--- src/hw/rtl/gtm_pkg.sv ---
// shared types, widths, register map and fixed-point helpers for the goertzel tone block
// no dependencies; the rtl files refer to it by scoped names, the sim files import it
package gtm_pkg;

	// widths of fields and state
	localparam int STATE_WIDTH = 48;
	localparam int SAMPLE_WIDTH = 16;
	localparam int COEFF_WIDTH = 16;
	localparam int LEN_WIDTH = 16;
	localparam int MAG_WIDTH = 16;
	localparam int HI_WIDTH = STATE_WIDTH - 32;
	localparam int PROD_WIDTH = STATE_WIDTH + COEFF_WIDTH;

	// magnitude datapath widths
	localparam int ABS_WIDTH = 31;
	localparam int SQ_WIDTH = 2 * ABS_WIDTH;
	localparam int ROOT_WIDTH = 32;
	localparam int RAD_WIDTH = 2 * ROOT_WIDTH;
	localparam int REM_WIDTH = ROOT_WIDTH + 2;
	localparam int NUM_WIDTH = ROOT_WIDTH + 3;
	localparam int DEN_WIDTH = LEN_WIDTH + 1;
	localparam int DREM_WIDTH = DEN_WIDTH + 1;
	localparam int SQRT_STEPS = ROOT_WIDTH;
	localparam int DIV_STEPS = NUM_WIDTH;
	localparam int STEP_WIDTH = $clog2(DIV_STEPS);

	// sample queue
	localparam int QUEUE_DEPTH = 4;
	localparam int QPTR_WIDTH = $clog2(QUEUE_DEPTH);

	// configuration port
	localparam int CFG_ADDR_WIDTH = 4;
	localparam int CFG_DATA_WIDTH = 32;
	localparam logic [1:0] REG_BLOCK_LENGTH = 2'd0;
	localparam logic [1:0] REG_TWO_COS = 2'd1;
	localparam logic [1:0] REG_COSINE = 2'd2;
	localparam logic [1:0] REG_SINE = 2'd3;
	localparam logic [LEN_WIDTH-1:0] BLOCK_LENGTH_RST = 16'd205;
	localparam logic [COEFF_WIDTH-1:0] TWO_COS_RST = 16'h0000;
	localparam logic [COEFF_WIDTH-1:0] COSINE_RST = 16'h7fff;
	localparam logic [COEFF_WIDTH-1:0] SINE_RST = 16'h0000;

	// fractional bits of the coefficients
	localparam int TWO_COS_SHIFT = 14;
	localparam int TRIG_SHIFT = 15;

	typedef logic signed [STATE_WIDTH-1:0] state_t;
	typedef logic signed [STATE_WIDTH:0] wide_t;

	localparam state_t STATE_MAX = {1'b0, {(STATE_WIDTH-1){1'b1}}};
	localparam state_t STATE_MIN = {1'b1, {(STATE_WIDTH-1){1'b0}}};

	// one queued sample and its end-of-block mark
	typedef struct packed {
		logic signed [SAMPLE_WIDTH-1:0] sample;
		logic last;
	} q_entry_t;

	// state pair handed over at the end of a block
	typedef struct packed {
		state_t s1;
		state_t s2;
	} mag_job_t;

	// split sign-magnitude product, high and low partial products
	typedef struct packed {
		logic [HI_WIDTH+COEFF_WIDTH-1:0] hi;
		logic [32+COEFF_WIDTH-1:0] lo;
		logic neg;
	} prod_t;

	// partial products of |a| * |b|
	function automatic prod_t split_mul(state_t a, logic signed [COEFF_WIDTH-1:0] b);
		logic [STATE_WIDTH-1:0] ua;
		logic [COEFF_WIDTH-1:0] ub;
		prod_t p;
		ua = a[STATE_WIDTH-1] ? STATE_WIDTH'(-a) : STATE_WIDTH'(a);
		ub = b[COEFF_WIDTH-1] ? COEFF_WIDTH'(-b) : COEFF_WIDTH'(b);
		p.hi = (HI_WIDTH+COEFF_WIDTH)'(ua[STATE_WIDTH-1:32])
			* (HI_WIDTH+COEFF_WIDTH)'(ub);
		p.lo = (32+COEFF_WIDTH)'(ua[31:0]) * (32+COEFF_WIDTH)'(ub);
		p.neg = a[STATE_WIDTH-1] ^ b[COEFF_WIDTH-1];
		return p;
	endfunction

	// round half away from zero, drop sh fraction bits, saturate to the state range
	function automatic state_t round_sat(prod_t p, int sh);
		logic [PROD_WIDTH:0] sum;
		logic [PROD_WIDTH:0] m;
		logic [PROD_WIDTH:0] cap_pos;
		logic [PROD_WIDTH:0] cap_neg;
		state_t r;
		cap_neg = (PROD_WIDTH+1)'(1) << (STATE_WIDTH - 1);
		cap_pos = cap_neg - (PROD_WIDTH+1)'(1);
		sum = {1'b0, p.hi, 32'd0} + (PROD_WIDTH+1)'(p.lo)
			+ ((PROD_WIDTH+1)'(1) << (sh - 1));
		m = sum >> sh;
		if (!p.neg) begin
			r = (m > cap_pos) ? STATE_MAX : m[STATE_WIDTH-1:0];
		end else begin
			if (m > cap_neg) begin
				m = cap_neg;
			end
			r = ~m[STATE_WIDTH-1:0] + 1'b1;
		end
		return r;
	endfunction

	// clamp a one-bit-grown value back to the state range
	function automatic state_t clamp(wide_t v);
		state_t r;
		if (v > wide_t'(STATE_MAX)) begin
			r = STATE_MAX;
		end else if (v < wide_t'(STATE_MIN)) begin
			r = STATE_MIN;
		end else begin
			r = v[STATE_WIDTH-1:0];
		end
		return r;
	endfunction

	function automatic state_t sat_sub(state_t a, state_t b);
		return clamp(wide_t'(a) - wide_t'(b));
	endfunction

endpackage

--- src/hw/rtl/gtm_recur.sv ---
// back end: goertzel recurrence s = two_cos*s1 - s2 + x, one sample at a time
// depends on gtm_pkg; hands the final state pair to the magnitude unit
module gtm_recur (
	input  logic clk,
	input  logic arst_n,
	input  logic q_valid,
	input  gtm_pkg::q_entry_t q_entry,
	output logic q_pop,
	input  logic signed [gtm_pkg::COEFF_WIDTH-1:0] two_cos,
	input  logic mag_ready,
	output logic mag_start,
	output gtm_pkg::mag_job_t mag_job
);

	localparam logic [1:0] R_IDLE = 2'd0;
	localparam logic [1:0] R_MUL = 2'd1;
	localparam logic [1:0] R_RND = 2'd2;
	localparam logic [1:0] R_ADD = 2'd3;

	logic [1:0] state_q;
	gtm_pkg::state_t s1_q;
	gtm_pkg::state_t s2_q;
	gtm_pkg::state_t t_q;
	gtm_pkg::prod_t prod_q;
	logic signed [gtm_pkg::SAMPLE_WIDTH-1:0] x_q;
	logic last_q;
	gtm_pkg::state_t diff;
	gtm_pkg::state_t s_new;
	logic add_done;

	// new state value
	assign diff = gtm_pkg::sat_sub(t_q, s2_q);
	assign s_new = gtm_pkg::clamp(gtm_pkg::wide_t'(diff) + gtm_pkg::wide_t'(x_q));

	// a block end waits for the magnitude unit to take the state pair
	assign add_done = !last_q || mag_ready;
	assign q_pop = q_valid && ((state_q == R_IDLE) || ((state_q == R_ADD) && add_done));
	assign mag_start = (state_q == R_ADD) && last_q && mag_ready;
	assign mag_job.s1 = s_new;
	assign mag_job.s2 = s1_q;

	// sequencer and recurrence state
	always_ff @(posedge clk or negedge arst_n) begin
		if (!arst_n) begin
			state_q <= R_IDLE;
			s1_q <= '0;
			s2_q <= '0;
		end else begin
			case (state_q)
				R_IDLE: begin
					if (q_valid) begin
						state_q <= R_MUL;
					end
				end
				R_MUL: begin
					state_q <= R_RND;
				end
				R_RND: begin
					state_q <= R_ADD;
				end
				R_ADD: begin
					if (add_done) begin
						if (last_q) begin
							s1_q <= '0;
							s2_q <= '0;
						end else begin
							s1_q <= s_new;
							s2_q <= s1_q;
						end
						state_q <= q_valid ? R_MUL : R_IDLE;
					end
				end
				default: begin
					state_q <= R_IDLE;
				end
			endcase
		end
	end

	// datapath registers
	always_ff @(posedge clk) begin
		if (q_pop) begin
			x_q <= q_entry.sample;
			last_q <= q_entry.last;
		end
		if (state_q == R_MUL) begin
			prod_q <= gtm_pkg::split_mul(s1_q, two_cos);
		end
		if (state_q == R_RND) begin
			t_q <= gtm_pkg::round_sat(prod_q, gtm_pkg::TWO_COS_SHIFT);
		end
	end

endmodule

--- config.mk ---
export PLATFORM = sky130hd
export DESIGN_NAME = gtm_recur
export DESIGN_NICKNAME = d
export VERILOG_FILES = /design/src/hw/rtl/gtm_pkg.sv /design/src/hw/rtl/gtm_recur.sv
export SDC_FILE = /design/constraint.sdc
export NUM_CORES = 2
export LEC_CHECK = 0
export BUFFER_PORTS_ARGS = -buffer_cell sky130_fd_sc_hd__buf_2
export CAP_MARGIN = 20
export CORE_ASPECT_RATIO = 1.25
export CORE_MARGIN = 2
export CORE_UTILIZATION = 55
export CTS_CLUSTER_SIZE = 40
export DETAILED_ROUTE_END_ITERATION = 12
export PLACE_DENSITY_LB_ADDON = 0.15
export SYNTH_ARGS = -nofsm -noshare
export SYNTH_HDL_FRONTEND = slang
export SYNTH_SLANG_ARGS = --single-unit
--- constraint.sdc ---
create_clock -name clk -period 21.6 [get_ports clk]
set_input_delay 2.16 -clock clk [delete_from_list [all_inputs] [get_ports clk]]
set_output_delay 2.16 -clock clk [all_outputs]
set_load 0.01 [all_outputs]
# After elaboration in Yosys (flattened, before gate mapping)
# Cells that the tools add are included.
# totals
inputBits,37
output_inout_bits,98
word_cells,58
reg_bits,244
# classes
multipliers,2
n_lt_le_gt_ge,6
add_sub_neg,7
n_eq_ne,5
n_reduce_logical,10
mux,17
n_bitwise,2
# op_table
cell,n
2-to-1 mux 48 bit,12
"> comparator 49 x 48 -> 1 bit, second input constant",2
"< comparator 49 x 48 -> 1 bit, second input constant",2
adder 64 x 48 -> 65 bit,1
"adder 65 x 14 -> 65 bit, second input constant",1
"> comparator 51 x 47 -> 1 bit, second input constant",1
"> comparator 51 x 48 -> 1 bit, second input constant",1
adder 48 x 16 -> 49 bit,1
subtractor 48 x 48 -> 49 bit,1
"adder 48 x 1 -> 48 bit, second input constant",1
multiplier 32 x 16 -> 48 bit,1
negator 48 bit,1
NOT 48 bit,1
multiplier 16 x 16 -> 32 bit,1
2-to-1 mux 16 bit,1
negator 16 bit,1
case mux 2 bit (4 select lines),1
"== test 2 bit, second input constant",2
logical AND 1 bit,4
2-to-1 mux 2 bit,2
"!= test 2 bit, second input constant",2
AND reduction 2 bit,2
"== test 2 x 1 -> 1 bit, second input constant",1
zero test 2 bit,1
4 further kinds,5

# Longest topological paths before layout
# logic_depth
word_depth,9
mapped_depth,39
mapped_depth_nobuf,36

# Worst setup path after synthesis
# OpenSTA, ideal clock, no wires.
# synth_timing
path_type,flip-flop to flip-flop
from,register s1_q[0]
to,register prod_q[79] (netlist bit) (data pin)
path_slack_ns,11.163
path_stages_with_launch,36
path_buffers,3
arrival_ns,10.175
t_required_ns,21.338
setup_time_ns,0.262
period_less_slack_ns,10.437
path_cell_list,dfrtp_1 > buf_2 > inv_1 > clkbuf_1 > ha_1 > or3b_2 > or3_1 > nand2b_1 > or3_1 > or4_1 > or4_1 > or4_4 > o21ai_0 > xnor2_1 > clkbuf_1 > nand2_1 > fa_1 > inv_1 > fa_1 > fa_1 > fa_1 > inv_1 > fa_1 > inv_1 > fa_1 > ha_1 > or4_1 > a211oi_1 > nor2_1 > a32oi_1 > a211o_1 > o211ai_1 > o41a_1 > a41oi_1 > a21oi_1 > xor2_1
# synth_via
elab_chain_cells,3
# synth_lines
element,line_no,rtl
start: declaration,gtm_recur.sv:21,gtm_pkg::state_t s1_q;
start signal: assignment,gtm_recur.sv:67,s1_q <= s_new;
negator 48 bit,gtm_pkg.sv:77,ua = a[STATE_WIDTH-1] ? STATE_WIDTH'(-a) : STATE_WIDTH'(a);
2-to-1 mux 48 bit,gtm_pkg.sv:77,
multiplier 16 x 16 -> 32 bit,gtm_pkg.sv:80,* (HI_WIDTH+COEFF_WIDTH)'(ub);
end signal: assignment,gtm_recur.sv:87,"prod_q <= gtm_pkg::split_mul(s1_q, two_cos);"
end: declaration,gtm_recur.sv:24,gtm_pkg::prod_t prod_q;
# Every way passes these cells.
# A chain may end at the register's enable or synchronous reset.

==> impl_metrics.py <==
metrics = {
    "status": {
        "status": "finished clean",
    },
    "timing": {
        "tightest_slew_ns": 1.12,
        "relSlewSlack_pct": 24.9,
        "rsz0062_at_grt": "false",
        "finalCriticalPeriod_ns": 11.96,
        "fin_skew_ns": 0.0174,
        "setup_viol_count_final": 0,
        "hold_viol_final": 0,
        "whs_ns": 0.465,
        "finalSetupTns_ns": 0,
        "min_period_over_period_pct": 55.4,
        "drv_slew": 0,
        "max_freq_ghz": 0.0836,
    },
    "placed_design": {
        "port-buffer-count": 134,
        "dpl.cell_count": 5900,
        "place_congestion": 0.994,
        "dp_hpwl_um": 102000,
    },
    "floorplanning": {
        "die_area_um2": 79600,
        "die_y_um": 315,
        "rows": 114,
        "start_util_pct": 55.2,
        "die_w_um": 253,
        "core_um2": 77000,
        "ios": 135,
    },
    "worst_setup_path": {
        "crit_path_start_kind": "flop",
        "path_max_fanout": 89,
        "end_kind": "primary output",
        "worst-endpoint-required_ns": 19.44,
        "arrival_ns": 9.80,
        "crit_type": "reg2out",
    },
    "grt": {
        "antenna_found_initial": 3,
        "grt_pass1_vias": 36700,
        "overflow": 0,
        "grtUsageTotal_pct": 33.5,
        "grt_max_degree": 90,
        "grt_pass1_wl_um": 205000,
    },
    "finish": {
        "drive_gt1_share_pct": 7.58,
        "syn_to_final_growth_pct": 7.00,
        "antennaDiodeCount": 0,
        "fin_nets": 5937,
        "fin_cells": 5949,
    },
    "clock_network": {
        "cts.reportedPaths.clkPinSlew_ns": 0.06,
        "root_buffer": "clkbuf_16",
        "cts_setup_buffers": 0,
        "cts_tree": "done",
        "cts_buffers": 26,
        "insertion_delay_ns": 0.59,
        "htree_levels": 1,
        "cts.sink_count": 231,
        "cts_resized": 0,
        "ctsHoldBuffers": 0,
        "clockBufferDepth": 3,
    },
    "logic_synthesis": {
        "synth_area_um2": 42500,
        "yosys.area_share.simple_pct": 18.1,
        "synth_top_flop_cell": "edfxtp_1",
        "syn_area_per_cell_um2": 8.68,
        "synth_fp_nets": 5894,
        "seq_area_frac_synth_pct": 15.2,
        "netlist-cell-type-count": 95,
        "synth_mux_area_share_pct": 0.503,
        "synth_compound_area_share_pct": 12.3,
        "synth_fa_ha_area_share_pct": 40.1,
        "synth_enable_flop_cells": 133,
        "yosysMostFrequentCell": "nand2_1",
        "synth_area_leader_cell": "fa_1",
        "synth_top_cells_by_count": "814 x nand2_1, 736 x inv_1, 613 x fa_1",
        "yosysWarnings": 0,
        "async_flop_share_pct": 42.4,
        "synthXorXnorAreaFrac_pct": 5.27,
        "syn_inst": 4900,
        "synth_top_family_by_area": "adder cells",
        "ys_seq_elements": 231,
        "synth_top_area_share_pct": 28.9,
        "synth.area.top_cells": "fa_1 29%, ha_1 10%, edfxtp_1 9.4%",
    },
    "run": {
        "max-cap-violations": 0,
    },
    "routing": {
        "wl_per_cell_um": 22.0,
        "drt-initial-drc-count": 2657,
        "drc": 0,
        "routed_wl_um": 131000,
        "drt_first_pass_iters": 6,
        "vias": 35800,
        "postRouteAntennaNets": 0,
        "vias_per_cell": 6.01,
    },
    "worst_hold_path": {
        "hp-class": "reg2reg",
    },
}
layout by cell type (no fill, tap or decap), types with 39 or more instances in the layout:
master | netlist | final
a21o_1 | 62 | 62
a21oi_1 | 163 | 163
and2_1 | 129 | 129
and3_1 | 39 | 39
buf_2 | 10 | 134
buf_4 | 1 | 107
dfrtp_1 | 98 | 97
edfxtp_1 | 133 | 133
fa_1 | 613 | 613
ha_1 | 344 | 341
inv_1 | 736 | 736
maj3_1 | 47 | 47
nand2_1 | 814 | 814
nand3_1 | 58 | 58
nand3b_1 | 50 | 50
nor2_1 | 257 | 256
nor3_1 | 58 | 58
o21ai_0 | 182 | 182
o221ai_1 | 46 | 46
xnor2_1 | 165 | 150
xor2_1 | 91 | 87
per-stage QoR:
| stage | worst slack (ns) | instance area, µm² | util (%) |
|---|---|---|---|
| after floorplan | 11.16 | 42500 | - |
| after global placement | 10.07 | 44600 | 57.9 |
| after detailed placement | 9.98 | 44600 | 57.9 |
| after CTS | 9.77 | 45500 | 59.1 |
| after global routing | 9.08 | 45500 | 59.1 |
| final | 9.64 | 45500 | 59.1 |
sequential cells by signal, indices dropped and copies added, names as in the netlist:
signal,cells
state_q,2
s2_q,48
s1_q,48
t_q,48
x_q,16
last_q,1
prod_q,68
layer usage:
| metal | up-vias | wire length, µm | GRT usage, % |
|---|---|---|---|
| met4 | 6 | 8400 | 19.0 |
| met3 | 407 | 10100 | 5.52 |
| li1 | 16100 | - | - |
| met5 | - | 41 | 0 |
| met1 | 17800 | 48500 | 40.1 |
| met2 | 1434 | 64000 | 57.2 |
cell families (layout without fill, tap and decap cells):
logic type	after synthesis	count (layout)
buffers and inverters	964	1027
flip-flops	231	231
multiplexers	21	21
adder cells (fa/ha/maj)	1004	1004
XOR/XNOR	256	256
AND/OR/NAND/NOR	1640	1640
AO/OA/AOI/OAI	784	784
worst max-delay path, stage by stage, from the launching register on:
cell and delay (ns):
edfxtp_1 0.40, ha_1 0.35, nor2b_1 0.16, o31ai_1 0.33
a21oi_1 0.19, o31ai_1 0.59, o21ai_0 0.29, a21oi_1 0.38
nand2_1 0.26, a211oi_1 0.59, or3b_2 0.26, a32oi_4 0.10
buf_4 0.30, maj3_1 0.41, ha_1 0.37, nand3_1 0.10
o22ai_1 0.27, a21oi_1 0.21, o221a_2 0.34, a211oi_1 0.75
nor3_1 0.25, o31ai_1 0.45, nor4b_1 0.18, nor2_4 0.13
buf_4 0.58, o21ai_0 0.61, buf_2 0.31
final timing paths:
check	start	to	slack [ns]	cells after the start
min	s2_q[45]	s2_q[45]	0.47	2
max in group asynchronous	arst_n	s1_q[0]	18.74	2
max reg2reg	s1_q[0]	prod_q[79]	10.13	32
min reg2reg	s2_q[45]	s2_q[45]	0.47	2
min in group asynchronous	arst_n	s1_q[43]	1.55	1
max	t_q[2]	mag_job[93]	9.64	26
final cells by class:
cell class | count | area (µm²)
inverter | 736 | 2760
fill | 6947 | 31500
timing repair buffer | 243 | 1500
clock inverter | 20 | 243
multi-input combinational | 3705 | 32700
tap | 986 | 1230
sequential | 231 | 6450
clock buffer | 28 | 658
Power is left out: the tool's default activity adds up to more than one toggle a clock period on the data nets, which glitch-free logic cannot reach.
