### config.mk
export PLATFORM = sky130hd
export DESIGN_NAME = gtm_front
export DESIGN_NICKNAME = d
export VERILOG_FILES = /design/src/hw/rtl/gtm_pkg.sv /design/src/hw/rtl/gtm_front.sv
export SDC_FILE = /design/constraint.sdc
export NUM_CORES = 1
export LEC_CHECK = 0
export ABC_CLOCK_PERIOD_IN_PS = 3950
export BUFFER_PORTS_ARGS = -buffer_cell sky130_fd_sc_hd__buf_2
export CELL_PAD_IN_SITES_DETAIL_PLACEMENT = 1
export CELL_PAD_IN_SITES_GLOBAL_PLACEMENT = 2
export CORE_AREA = 3 3 84 86
export DETAILED_ROUTE_END_ITERATION = 8
export DIE_AREA = 0 0 87 89
export GPL_TIMING_DRIVEN = 1
export PLACE_DENSITY = 0.72
export REMOVE_ABC_BUFFERS = 1
export SLEW_MARGIN = 20
export SYNTH_ARGS = -nofsm -noshare
export SYNTH_HDL_FRONTEND = slang
export SYNTH_SLANG_ARGS = --single-unit
### constraint.sdc
create_clock -name clk -period 3.95 [get_ports clk]
set_clock_uncertainty 0.15 [all_clocks]
set_input_delay 0.5925 -clock clk [delete_from_list [all_inputs] [get_ports clk]]
set_output_delay 0.5925 -clock clk [all_outputs]
set_load 0.005 [all_outputs]
### src/hw/rtl/gtm_pkg.sv
// shared types, widths, register map and fixed-point helpers for the goertzel tone block
// no dependencies; the rtl files refer to it by scoped names, the sim files import it
package gtm_pkg;

	// widths of fields and state
	localparam int STATE_WIDTH = 48;
	localparam int SAMPLE_WIDTH = 16;
	localparam int COEFF_WIDTH = 16;
	localparam int LEN_WIDTH = 16;
	localparam int MAG_WIDTH = 16;
	localparam int HI_WIDTH = STATE_WIDTH - 32;
	localparam int PROD_WIDTH = STATE_WIDTH + COEFF_WIDTH;

	// magnitude datapath widths
	localparam int ABS_WIDTH = 31;
	localparam int SQ_WIDTH = 2 * ABS_WIDTH;
	localparam int ROOT_WIDTH = 32;
	localparam int RAD_WIDTH = 2 * ROOT_WIDTH;
	localparam int REM_WIDTH = ROOT_WIDTH + 2;
	localparam int NUM_WIDTH = ROOT_WIDTH + 3;
	localparam int DEN_WIDTH = LEN_WIDTH + 1;
	localparam int DREM_WIDTH = DEN_WIDTH + 1;
	localparam int SQRT_STEPS = ROOT_WIDTH;
	localparam int DIV_STEPS = NUM_WIDTH;
	localparam int STEP_WIDTH = $clog2(DIV_STEPS);

	// sample queue
	localparam int QUEUE_DEPTH = 4;
	localparam int QPTR_WIDTH = $clog2(QUEUE_DEPTH);

	// configuration port
	localparam int CFG_ADDR_WIDTH = 4;
	localparam int CFG_DATA_WIDTH = 32;
	localparam logic [1:0] REG_BLOCK_LENGTH = 2'd0;
	localparam logic [1:0] REG_TWO_COS = 2'd1;
	localparam logic [1:0] REG_COSINE = 2'd2;
	localparam logic [1:0] REG_SINE = 2'd3;
	localparam logic [LEN_WIDTH-1:0] BLOCK_LENGTH_RST = 16'd205;
	localparam logic [COEFF_WIDTH-1:0] TWO_COS_RST = 16'h0000;
	localparam logic [COEFF_WIDTH-1:0] COSINE_RST = 16'h7fff;
	localparam logic [COEFF_WIDTH-1:0] SINE_RST = 16'h0000;

	// fractional bits of the coefficients
	localparam int TWO_COS_SHIFT = 14;
	localparam int TRIG_SHIFT = 15;

	typedef logic signed [STATE_WIDTH-1:0] state_t;
	typedef logic signed [STATE_WIDTH:0] wide_t;

	localparam state_t STATE_MAX = {1'b0, {(STATE_WIDTH-1){1'b1}}};
	localparam state_t STATE_MIN = {1'b1, {(STATE_WIDTH-1){1'b0}}};

	// one queued sample and its end-of-block mark
	typedef struct packed {
		logic signed [SAMPLE_WIDTH-1:0] sample;
		logic last;
	} q_entry_t;

	// state pair handed over at the end of a block
	typedef struct packed {
		state_t s1;
		state_t s2;
	} mag_job_t;

	// split sign-magnitude product, high and low partial products
	typedef struct packed {
		logic [HI_WIDTH+COEFF_WIDTH-1:0] hi;
		logic [32+COEFF_WIDTH-1:0] lo;
		logic neg;
	} prod_t;

	// partial products of |a| * |b|
	function automatic prod_t split_mul(state_t a, logic signed [COEFF_WIDTH-1:0] b);
		logic [STATE_WIDTH-1:0] ua;
		logic [COEFF_WIDTH-1:0] ub;
		prod_t p;
		ua = a[STATE_WIDTH-1] ? STATE_WIDTH'(-a) : STATE_WIDTH'(a);
		ub = b[COEFF_WIDTH-1] ? COEFF_WIDTH'(-b) : COEFF_WIDTH'(b);
		p.hi = (HI_WIDTH+COEFF_WIDTH)'(ua[STATE_WIDTH-1:32])
			* (HI_WIDTH+COEFF_WIDTH)'(ub);
		p.lo = (32+COEFF_WIDTH)'(ua[31:0]) * (32+COEFF_WIDTH)'(ub);
		p.neg = a[STATE_WIDTH-1] ^ b[COEFF_WIDTH-1];
		return p;
	endfunction

	// round half away from zero, drop sh fraction bits, saturate to the state range
	function automatic state_t round_sat(prod_t p, int sh);
		logic [PROD_WIDTH:0] sum;
		logic [PROD_WIDTH:0] m;
		logic [PROD_WIDTH:0] cap_pos;
		logic [PROD_WIDTH:0] cap_neg;
		state_t r;
		cap_neg = (PROD_WIDTH+1)'(1) << (STATE_WIDTH - 1);
		cap_pos = cap_neg - (PROD_WIDTH+1)'(1);
		sum = {1'b0, p.hi, 32'd0} + (PROD_WIDTH+1)'(p.lo)
			+ ((PROD_WIDTH+1)'(1) << (sh - 1));
		m = sum >> sh;
		if (!p.neg) begin
			r = (m > cap_pos) ? STATE_MAX : m[STATE_WIDTH-1:0];
		end else begin
			if (m > cap_neg) begin
				m = cap_neg;
			end
			r = ~m[STATE_WIDTH-1:0] + 1'b1;
		end
		return r;
	endfunction

	// clamp a one-bit-grown value back to the state range
	function automatic state_t clamp(wide_t v);
		state_t r;
		if (v > wide_t'(STATE_MAX)) begin
			r = STATE_MAX;
		end else if (v < wide_t'(STATE_MIN)) begin
			r = STATE_MIN;
		end else begin
			r = v[STATE_WIDTH-1:0];
		end
		return r;
	endfunction

	function automatic state_t sat_sub(state_t a, state_t b);
		return clamp(wide_t'(a) - wide_t'(b));
	endfunction

endpackage

### src/hw/rtl/gtm_front.sv
// front end: takes samples from the input stream, counts them and marks block ends
// depends on gtm_pkg
module gtm_front (
	input  logic clk,
	input  logic arst_n,
	input  logic s_valid,
	output logic s_ready,
	input  logic signed [gtm_pkg::SAMPLE_WIDTH-1:0] s_sample,
	input  logic [gtm_pkg::LEN_WIDTH-1:0] block_length,
	input  logic q_ready,
	output logic q_push,
	output gtm_pkg::q_entry_t q_entry
);

	logic [gtm_pkg::LEN_WIDTH-1:0] count_q;
	logic [gtm_pkg::LEN_WIDTH-1:0] len_eff;
	logic is_last;

	// a zero length behaves as one sample per block
	assign len_eff = (block_length == '0) ? gtm_pkg::LEN_WIDTH'(1) : block_length;
	assign is_last = ({1'b0, count_q} + (gtm_pkg::LEN_WIDTH+1)'(1)) >= {1'b0, len_eff};

	assign s_ready = q_ready;
	assign q_push = s_valid && q_ready;
	assign q_entry.sample = s_sample;
	assign q_entry.last = is_last;

	// sample counter within the block
	always_ff @(posedge clk or negedge arst_n) begin
		if (!arst_n) begin
			count_q <= '0;
		end else if (q_push) begin
			count_q <= is_last ? '0 : count_q + 1'b1;
		end
	end

endmodule

Yosys cells after proc, flatten, opt, wreduce, memory -nomap -nowiden
Cells that the tools add are included.
{"block": "word_totals", "register_bits": 16, "output_inout_bits": 19, "wordCells": 8}
{"block": "classes", "add_sub_neg": 2, "magnitude_cmp": 1, "n_mux": 2, "n_reduce_logical": 2}
{"operator": "16-bit 2-to-1 mux", "count": 2}
{"operator": "16-bit by 1-bit adder with 17-bit output, second input constant", "count": 1}
{"operator": "17-bit by 16-bit >= comparator with 1-bit output", "count": 1}
{"operator": "16-bit by 1-bit adder with 16-bit output, second input constant", "count": 1}
{"operator": "16-bit logical NOT", "count": 1}
{"operator": "1-bit logical AND", "count": 1}

Logic depth before layout (Yosys ltp)
Gate-level depths: netlist (run 1).
{"block": "depth", "ltp_word": 4, "depth_mapped": 15, "depth_no_buf": 13}

Least setup slack after synthesis (run 1)
No wires, ideal clock.
{"block": "synth_path", "path_type": "register to output", "from": "register count_q[0] (netlist name)", "to": "output q_entry[0] (netlist name)", "arrival_ns": 2.628, "required_time_ns": 3.207, "setup_slack_ns": 0.580, "path_stages_with_launch": 16, "n_path_buf": 3, "path_cell_list": "dfrtp_1 > ha_1 > nand2_1 > nor3_4 > nand2_1 > nand2_1 > nand2_1 > ha_1 > a21oi_1 > nor2b_1 > a311oi_1 > and3_1 > buf_6 > nand2_1 > buf_4 > buf_4"}
{"block": "synth_via", "elab_chain_len": 2}
{"item": "from (decl)", "line": "gtm_front.sv:15", "text": "logic [gtm_pkg::LEN_WIDTH-1:0] count_q;"}
{"item": "from (signal assigned)", "line": "gtm_front.sv:33", "text": "count_q <= is_last ? '0 : count_q + 1'b1;"}
{"item": "16-bit by 1-bit adder with 17-bit output", "line": "gtm_front.sv:21", "text": "assign is_last = ({1'b0, count_q} + (gtm_pkg::LEN_WIDTH+1)'(1)) >= {1'b0, len_eff};"}
{"item": "17-bit by 16-bit >= comparator with 1-bit output", "line": "gtm_front.sv:21"}
{"item": "to (decl)", "line": "gtm_front.sv:12", "text": "output gtm_pkg::q_entry_t q_entry"}
No other way between the ends.

==> results.py, run 1 <==
metrics = {
    "floorplan": {
        "fp.dieW_um": 87,
        "fp.dieH_um": 89,
        "pin_count": 55,
        "row_count": 29,
        "core_area_um2": 6350,
        "start_util": 0.251,
        "die-area_um2": 7740,
    },
    "clock_network": {
        "cts_inserted_buffers": 3,
        "cts_root_buf": "clkbuf_8",
        "cts_tree": "done",
        "clk_pin_slew_worst_paths_ns": 0.07,
        "h-tree-depth": 1,
        "insertion_delay_ns": 0.26,
        "cts_buffer_depth": 2,
        "cts.sinks": 16,
    },
    "layout": {
        "final_common_cell": "nand2_1",
        "reg.largest.list": "count_q: 16 flops",
        "nets": 265,
        "seqCellArea_um2": 404,
        "antenna_cells": 0,
        "top_register": "count_q",
        "multi_input_area_um2": 981,
        "drive_gt1_frac": 0.218,
        "fillCellCount": 774,
        "largest_reg_flops": 16,
        "areaGrowthSynthToFinish_pct": 11.5,
        "final_cell_mix": "nand2_1, buf_2, inv_1",
    },
    "logic_synthesis": {
        "synth_top_area_frac": 0.252,
        "synthAdderAreaFrac": 0.134,
        "synthMuxAreaShare": 0,
        "seq_area_frac_synth": 0.252,
        "synth_seq_cells": 16,
        "synth_compound_area_frac": 0.153,
        "netlist_instances": 201,
        "yosys.cell_types.count": 38,
        "synth-simple-area-share": 0.243,
        "synth_xor_area_frac": 0.0660,
        "ys_async_sr_fraction": 1.00,
        "syn_avg_cell_area_um2": 7.92,
        "synth_warnings": 0,
        "synth_top_family_by_area": "simple AND/OR/NAND/NOR gates",
        "syn_area_um2": 1590,
        "synthFlopType": "dfrtp_1",
        "synth-edff-count": 0,
        "synth.top_cells.by_area": "dfrtp_1, ha_1, buf_4, nand2_1, nand3_1",
        "yosysTopAreaCell": "dfrtp_1",
    },
    "worst_setup_path": {
        "crit_fanout": 7,
        "crit_arrival_ns": 3.01,
        "rrSetupSlack_ns": 0.70,
        "crit_path_end_kind": "output pin",
        "critPathLaunchType": "register",
        "cp.required_ns": 3.21,
        "crit_type": "reg -> out",
    },
    "timing": {
        "worst_slack_ns": 0.194,
        "layout_min_cycle_time_ns": 3.76,
        "setup_tns_ns": 0,
        "fmax_mhz": 266,
        "hold_viol_final": 0,
        "drv_slew": 0,
        "worst_slew_pin_slew_ns": 0.569,
        "finalSetupViolCount": 0,
        "period_share": 0.951,
        "relSlewSlack": 0.620,
    },
    "placement": {
        "place_congestion": 0.759,
        "hpwl_mm": 3.62,
        "place_ws_ns": 0.279,
        "io_buffer_count": 22,
    },
    "power_and_ir_drop": {
        "ir_worst_vdd_mv": 0.188,
        "seqPwrFrac": 0.392,
        "clock_power_share": 0.278,
        "switching_share": 0.362,
        "p_leak_nw": 0.895,
        "p_int_w": 0.000357,
        "p_per_area_nw_per_um2": 316,
        "comb_power_share": 0.330,
        "p_sw_w": 0.000203,
    },
    "route": {
        "highest_layer": "met4",
        "met3_length_um": 271,
        "drt_iter0_drc": 35,
        "wire_per_inst_um": 16.0,
        "route.detailed.drc": 0,
        "wl_met1_mm": 2.07,
        "drt-pass1-iter-count": 4,
        "wl_met2_mm": 2.20,
        "antenna_left": 0,
        "num_vias": 1433,
        "drt-total-wl_mm": 4.61,
        "viasPerCell": 4.98,
    },
    "global_routing": {
        "grt_pass1_wl_mm": 7.51,
        "grtUsageTotal": 0.124,
        "grt_max_degree": 19,
        "grt_overflow": 0,
        "antenna_found_initial": 0,
        "grt_pass1_vias": 1541,
    },
    "worst_hold_path": {
        "hold_class": "in -> async",
    },
    "flow_run": {
        "maxCapViolations": 0,
    },
    "run_status": {
        "status": "complete, no violations",
    },
}
-- through the flow --
stage / power, W / cell area (um^2) / util / hold WS (ns) / cells
floorplan: 0.000332 / 1420 / - / 0.147 / 178
global placement: 0.000402 / 1650 / 0.260 / 0.366 / 280
detailed placement: 0.000401 / 1650 / 0.260 / 0.389 / 280
CTS: 0.000560 / 1710 / 0.270 / 0.110 / 284
global route: 0.000610 / 1770 / 0.279 / 0.121 / 288
finish: 0.000560 / 1770 / 0.279 / 0.0946 / 288
-- cells in the mapped netlist, drive strengths merged, types with 3 or more instances --
| cell | instances |
|---|---|
| xor2 | 3 |
| nor4 | 3 |
| a21oi | 8 |
| dfrtp | 16 |
| nand4 | 3 |
| nand2b | 3 |
| inv | 19 |
| nand2 | 30 |
| o21ai | 11 |
| and4 | 3 |
| nor3 | 6 |
| buf | 21 |
| and3 | 3 |
| xnor2 | 9 |
| ha | 17 |
| o211ai | 4 |
| nand3 | 16 |
| a31oi | 3 |
| nor2 | 4 |
-- per-layer routing --
metal | track usage | up-vias
met4 | 0.0297 | 0
met2 | 0.199 | 45
met3 | 0.0479 | 7
met1 | 0.155 | 674
met5 | 0 | -
li1 | - | 707
-- final cells by class --
class / instances / area share
timing repair buffer: 29 / 0.0917
clock buffer: 4 / 0.0310
sequential: 16 / 0.228
tap: 77 / 0.0543
multi-input combinational: 142 / 0.553
inverter: 20 / 0.0423
-- logic make-up (layout without fill, tap and decap cells) --
group,count (synthesis),after routing
AOI/OAI and AO/OA,38,38
adders and majority gates,17,17
xor gates and xnor gates,12,12
buffers and inverters,43,53
DFF,16,16
and+or+nand+nor,75,75
-- worst max-delay path, cell delays in order (launching register included) --
cell and delay, ns:
dfrtp_1 0.48, and4_1 0.26, and3_1 0.28, nand3_1 0.18, xnor2_1 0.17, ha_1 0.30
nand3_1 0.14, nor3_4 0.28, a311oi_2 0.14, and3_2 0.28, nand2_1 0.12, buf_2 0.12
-- power groups by stage --
stage,sequential [W],combinational [W],clock [W]
after global placement,0.000219,0.000183,0
after detailed placement,0.000221,0.000180,0
after CTS,0.000218,0.000184,0.000159
after global routing,0.000225,0.000218,0.000167
final,0.000220,0.000185,0.000155
after floorplan,0.000214,0.000118,0
-- final timing paths --
kind / startpoint / end / cells after the start
min in group clk: count_q[1] / count_q[1] / 2
setup / recovery: count_q[9] / q_entry[0] / 11
hold / removal: arst_n / count_q[13] / 1
setup reg to reg: count_q[0] / count_q[2] / 13
hold reg to reg: count_q[1] / count_q[1] / 2
max in group asynchronous: arst_n / count_q[0] / 1
-- what timing repair did --
action                     in CTS  in global routing
pin swaps                       0                  1
hold buffers                    0                  0
gates resized for setup         1                  9
setup endpoints to repair       1                  1
buffers inserted                0                  4
Power figures use the tool's default switching activity.
==> run 2: changes to the inputs <==
MAX_ROUTING_LAYER = met4   (was not set)
PLACE_DENSITY = 0.79   (was 0.72)
==> results.py, run 2 (synthesis results as in run 1) <==
metrics = {
    "worst_setup_path": {
        "crit_path_end_kind": "output pin",
        "crit_arrival_ns": 2.96,
        "rrSetupSlack_ns": 0.62,
        "cp.required_ns": 3.21,
        "slowest_stage": "dfrtp_1",
        "critPathLaunchType": "register",
        "r2r_end": "count_q[2]",
        "reg2reg_from": "count_q[0]",
        "endpoint": "q_entry[0]",
        "ff2ff_path_depth": 11,
        "crit_path_max_incr_delay_ns": 0.43,
        "crit_fanout": 6,
        "crit_type": "reg -> out",
        "cp-startpoint": "count_q[0]",
        "worstPathCellList": "ha_1, nand2_1, nor3_4, buf_4, xor2_1, ha_1, and4_1, a311oi_2, and3_1, nand2_1, buf_2",
    },
    "route": {
        "num_vias": 1413,
        "viasPerCell": 4.92,
        "highest_layer": "met4",
        "route.detailed.drc": 0,
        "antenna_left": 0,
        "wl_met1_mm": 2.11,
        "met3_length_um": 267,
        "wl_met2_mm": 1.97,
        "drt_iter0_drc": 72,
        "drt-pass1-iter-count": 4,
        "wire_per_inst_um": 15.2,
        "drt-total-wl_mm": 4.37,
    },
    "clock_network": {
        "cts_root_buf": "clkbuf_8",
        "cts_buffer_depth": 2,
        "clk_pin_slew_worst_paths_ns": 0.07,
        "cts_hold_buf": 0,
        "cts_tree": "done",
        "h-tree-depth": 1,
        "cts.sinks": 16,
        "insertion_delay_ns": 0.25,
        "cts_inserted_buffers": 3,
    },
    "global_routing": {
        "grt_pass1_vias": 1461,
        "antenna_found_initial": 0,
        "grt_pass1_wl_mm": 7.25,
        "grt_max_degree": 19,
        "grt_overflow": 0,
        "grtUsageTotal": 0.124,
    },
    "floorplan": {
        "pin_count": 55,
        "fp.dieH_um": 89,
        "die-area_um2": 7740,
        "fp.dieW_um": 87,
        "core_area_um2": 6350,
        "row_count": 29,
        "start_util": 0.251,
    },
    "layout": {
        "largest_reg_flops": 16,
        "final_cell_mix": "nand2_1, buf_2, inv_1",
        "fillCellCount": 766,
        "top_register": "count_q",
        "antenna_cells": 0,
        "final_util": 0.273,
        "reg.largest.list": "count_q: 16 flops",
        "seqCellArea_um2": 400,
        "drive_gt1_frac": 0.181,
        "areaGrowthSynthToFinish_pct": 8.96,
        "fin_cells": 287,
        "nets": 265,
        "final_common_cell": "nand2_1",
        "multi_input_area_um2": 958,
    },
    "placement": {
        "place_congestion": 0.848,
        "io_buffer_count": 22,
        "hpwl_mm": 3.51,
        "place_inst": 281,
    },
    "worst_hold_path": {
        "hold_class": "in -> async",
    },
    "timing": {
        "setup_tns_ns": 0,
        "drv_slew": 0,
        "layout_min_cycle_time_ns": 3.70,
        "period_share": 0.937,
        "hold_ws_ns": 0.108,
        "grt_setup_unrepaired": "false",
        "relSlewSlack": 0.607,
        "fmax_mhz": 270,
        "hold_viol_final": 0,
        "worst_slew_pin_slew_ns": 0.588,
        "finalSetupViolCount": 0,
    },
    "power_and_ir_drop": {
        "ir_worst_vdd_mv": 0.109,
        "power_w": 0.000527,
        "p_per_area_nw_per_um2": 304,
        "p_leak_nw": 0.874,
    },
    "flow_run": {
        "maxCapViolations": 0,
    },
    "run_status": {
        "status": "complete, no violations",
    },
}
==> run 2: cell types whose count changed in the layout (fill, tap and decap cells not counted), sizes merged <==
| cell | change |
|---|---|
| clkbuf | -1 |
==> run 2: final cells by class <==
cell class              count  share of cell area
well taps                  77              0.0556
multi-input cells         142               0.553
repair buffers             29              0.0938
flip-flops and latches     16               0.231
clock buffers               3              0.0238
inverters                  20              0.0433
==> run 2: worst min-delay path by stage <==
stage                     startpoint     endpoint  cells past startpoint
final                         arst_n  count_q[14]                      1
after CTS                     arst_n  count_q[14]                      1
after detailed placement      arst_n   count_q[1]                      1
after global routing          arst_n   count_q[1]                      1
after global placement    count_q[1]   count_q[1]                      2
after floorplan               arst_n   count_q[0]                      0
==> run 2: report_power, final <==
| group | switching (W) | internal [W] | leakage (nW) |
|---|---|---|---|
| Clock | 0.0000568 | 0.0000676 | 0.0216 |
| Combinational | 0.000103 | 0.0000811 | 0.635 |
| Sequential | 0.0000323 | 0.000186 | 0.218 |
==> run 2: what timing repair did <==
action	in CTS	in global routing
setup endpoints to repair	0	1
setup buffers	0	3
resized for setup	0	2
==> run 2: worst max-delay path: cells and delay by family (launching register included) <==
| kind | cells | cell delay [ns] |
|---|---|---|
| AO/OA/AOI/OAI | 1 | 0.32 |
| XOR/XNOR | 1 | 0.18 |
| adder cells (fa/ha/maj) | 2 | 0.58 |
| buffers and inverters | 2 | 0.32 |
| flip-flops | 1 | 0.43 |
| AND/OR/NAND/NOR | 5 | 0.88 |
==> run 2: stage by stage <==
step	worst slack [ns]	instance area (um^2)
6_report	0.249	1730
5_1_grt	0.0377	1730
4_1_cts	0.0799	1700
3_5_place_dp	0.359	1660
3_3_place_gp	0.477	1660
2_1_floorplan	0.753	1420
==> run 2: per-layer routing <==
layer,global-route usage,vias to the layer above
met4,0.0297,0
met3,0.0387,2
li1,-,703
met1,0.164,669
met5,-,-
met2,0.184,39
==> run 3: changes to the inputs <==
CORE_AREA = 5 5 86 88   (was 3 3 84 86)
CTS_BUF_LIST = sky130_fd_sc_hd__clkbuf_16   (was not set)
DIE_AREA = 0 0 91 93   (was 0 0 87 89)
==> results.py, run 3 (synthesis results as in run 1) <==
metrics = {
    "run_status": {
        "status": "complete, no violations",
    },
    "global_routing": {
        "grtUsageTotal": 0.106,
        "grt_max_degree": 18,
        "grt_overflow": 0,
        "grt_pass1_wl_mm": 7.06,
        "antenna_found_initial": 0,
        "grt_pass1_vias": 1470,
    },
    "clock_network": {
        "cts_tree": "done",
        "cts_hold_buf": 0,
        "cts_root_buf": "clkbuf_16",
        "h-tree-depth": 1,
        "cts.sinks": 16,
        "clk_pin_slew_worst_paths_ns": 0.05,
        "cts_buffer_depth": 2,
        "insertion_delay_ns": 0.25,
        "cts_inserted_buffers": 3,
    },
    "worst_setup_path": {
        "crit_path_end_kind": "output pin",
        "crit_arrival_ns": 3.00,
        "worstPathCellList": "ha_2, nand2_1, nor3_4, buf_4, nand3_1, xnor2_1, ha_1, nand2_1, nor3_2, a311oi_1, and3_2, nand2_1, buf_2",
        "slowest_stage": "dfrtp_2",
        "crit_path_max_incr_delay_ns": 0.41,
        "cp.required_ns": 3.21,
        "crit_fanout": 7,
        "crit_top_cell": "nand2_1",
        "critPathLaunchType": "register",
        "crit_type": "reg -> out",
    },
    "route": {
        "viasPerCell": 4.92,
        "wire_per_inst_um": 15.2,
        "num_vias": 1421,
        "route.detailed.drc": 0,
        "antenna_left": 0,
        "drt-total-wl_mm": 4.38,
        "drt-pass1-iter-count": 4,
        "drt_iter0_drc": 50,
    },
    "layout": {
        "final_common_cell": "nand2_1",
        "nets": 263,
        "drive_gt1_frac": 0.187,
        "reg.largest.list": "count_q: 16 flops",
        "final_cell_mix": "nand2_1, buf_2, inv_1",
        "seqCellArea_um2": 402,
        "largest_reg_flops": 16,
        "areaGrowthSynthToFinish_pct": 10.8,
        "fillCellCount": 795,
        "top_register": "count_q",
        "final_util": 0.269,
        "layout.cell_area.non_filler_um2": 1760,
        "antenna_cells": 0,
        "multi_input_area_um2": 961,
    },
    "placement": {
        "hpwl_mm": 3.49,
        "io_buffer_count": 22,
        "place_congestion": 0.848,
        "post_dp_cell_area_um2": 1660,
    },
    "timing": {
        "fmax_mhz": 267,
        "hold_viol_final": 0,
        "hold_ws_ns": 0.100,
        "relSlewSlack": 0.595,
        "worst_slew_pin_slew_ns": 0.606,
        "drv_slew": 0,
        "layout_min_cycle_time_ns": 3.74,
        "finalSetupViolCount": 0,
        "period_share": 0.947,
    },
    "floorplan": {
        "fp.dieW_um": 91,
        "start_util": 0.242,
        "core_area_um2": 6570,
        "fp.dieH_um": 93,
        "pin_count": 55,
        "die-area_um2": 8460,
        "row_count": 30,
    },
    "power_and_ir_drop": {
        "power_w": 0.000604,
        "ir_worst_vdd_mv": 0.136,
        "p_per_area_nw_per_um2": 342,
        "p_leak_nw": 0.878,
    },
    "worst_hold_path": {
        "hold_class": "in -> async",
    },
    "flow_run": {
        "maxCapViolations": 0,
    },
}
-- run 3: routing by layer --
layer	track usage	up-vias	wire length (um)
met5	-	-	0
met4	0.0416	0	83
met3	0.0378	5	342
met2	0.163	47	1960
met1	0.128	670	2000
li1	-	699	-
-- run 3: repair_timing --
action | CTS | global route
pin swaps | 1 | 0
setup endpoints to repair | 1 | 1
gates resized for setup | 0 | 5
buffers inserted | 2 | 0
gates cloned | 0 | 0
-- run 3: path summary, 6_finish.rpt --
path | from | end | slack, ns | cells after the start
min in group clk | count_q[0] | count_q[0] | 0.41 | 1
hold reg to reg | count_q[0] | count_q[0] | 0.41 | 1
max in group asynchronous | arst_n | count_q[0] | 3.25 | 1
setup / recovery | count_q[0] | q_entry[0] | 0.21 | 13
hold / removal | arst_n | count_q[9] | 0.10 | 1
setup reg to reg | count_q[0] | count_q[8] | 0.71 | 14
-- run 3: critical path, delay by kind of cell (launching register included) --
kind / cells / cell delay [ns]
compound gates: 1 / 0.29
fa+ha+maj: 2 / 0.52
xor+xnor: 1 / 0.22
simple gates: 7 / 0.98
flops: 1 / 0.41
buf+inv: 2 / 0.32
-- run 3: cell type report --
cell class,instances,share of cell area
clock buffers,3,0.0426
clock inverters,1,0.00213
inverters,20,0.0426
multi-input cells,142,0.545
flip-flops and latches,16,0.228
well taps,80,0.0567
repair buffers,27,0.0837
-- run 3: report_power, final --
part	total, W	switching (W)	internal, W
combinational	0.000182	0.000102	0.0000803
clock	0.000201	0.0000665	0.000134
sequential	0.000221	0.0000338	0.000187
-- run 3: per-stage QoR --
step	std cells	setup slack (ns)	TNS [ns]
4_1_cts	289	0.0797	0
6_report	289	0.209	0
3_5_place_dp	283	0.300	0
2_1_floorplan	178	0.753	0
5_1_grt	289	-0.0227	-0.0227
3_3_place_gp	283	0.362	0
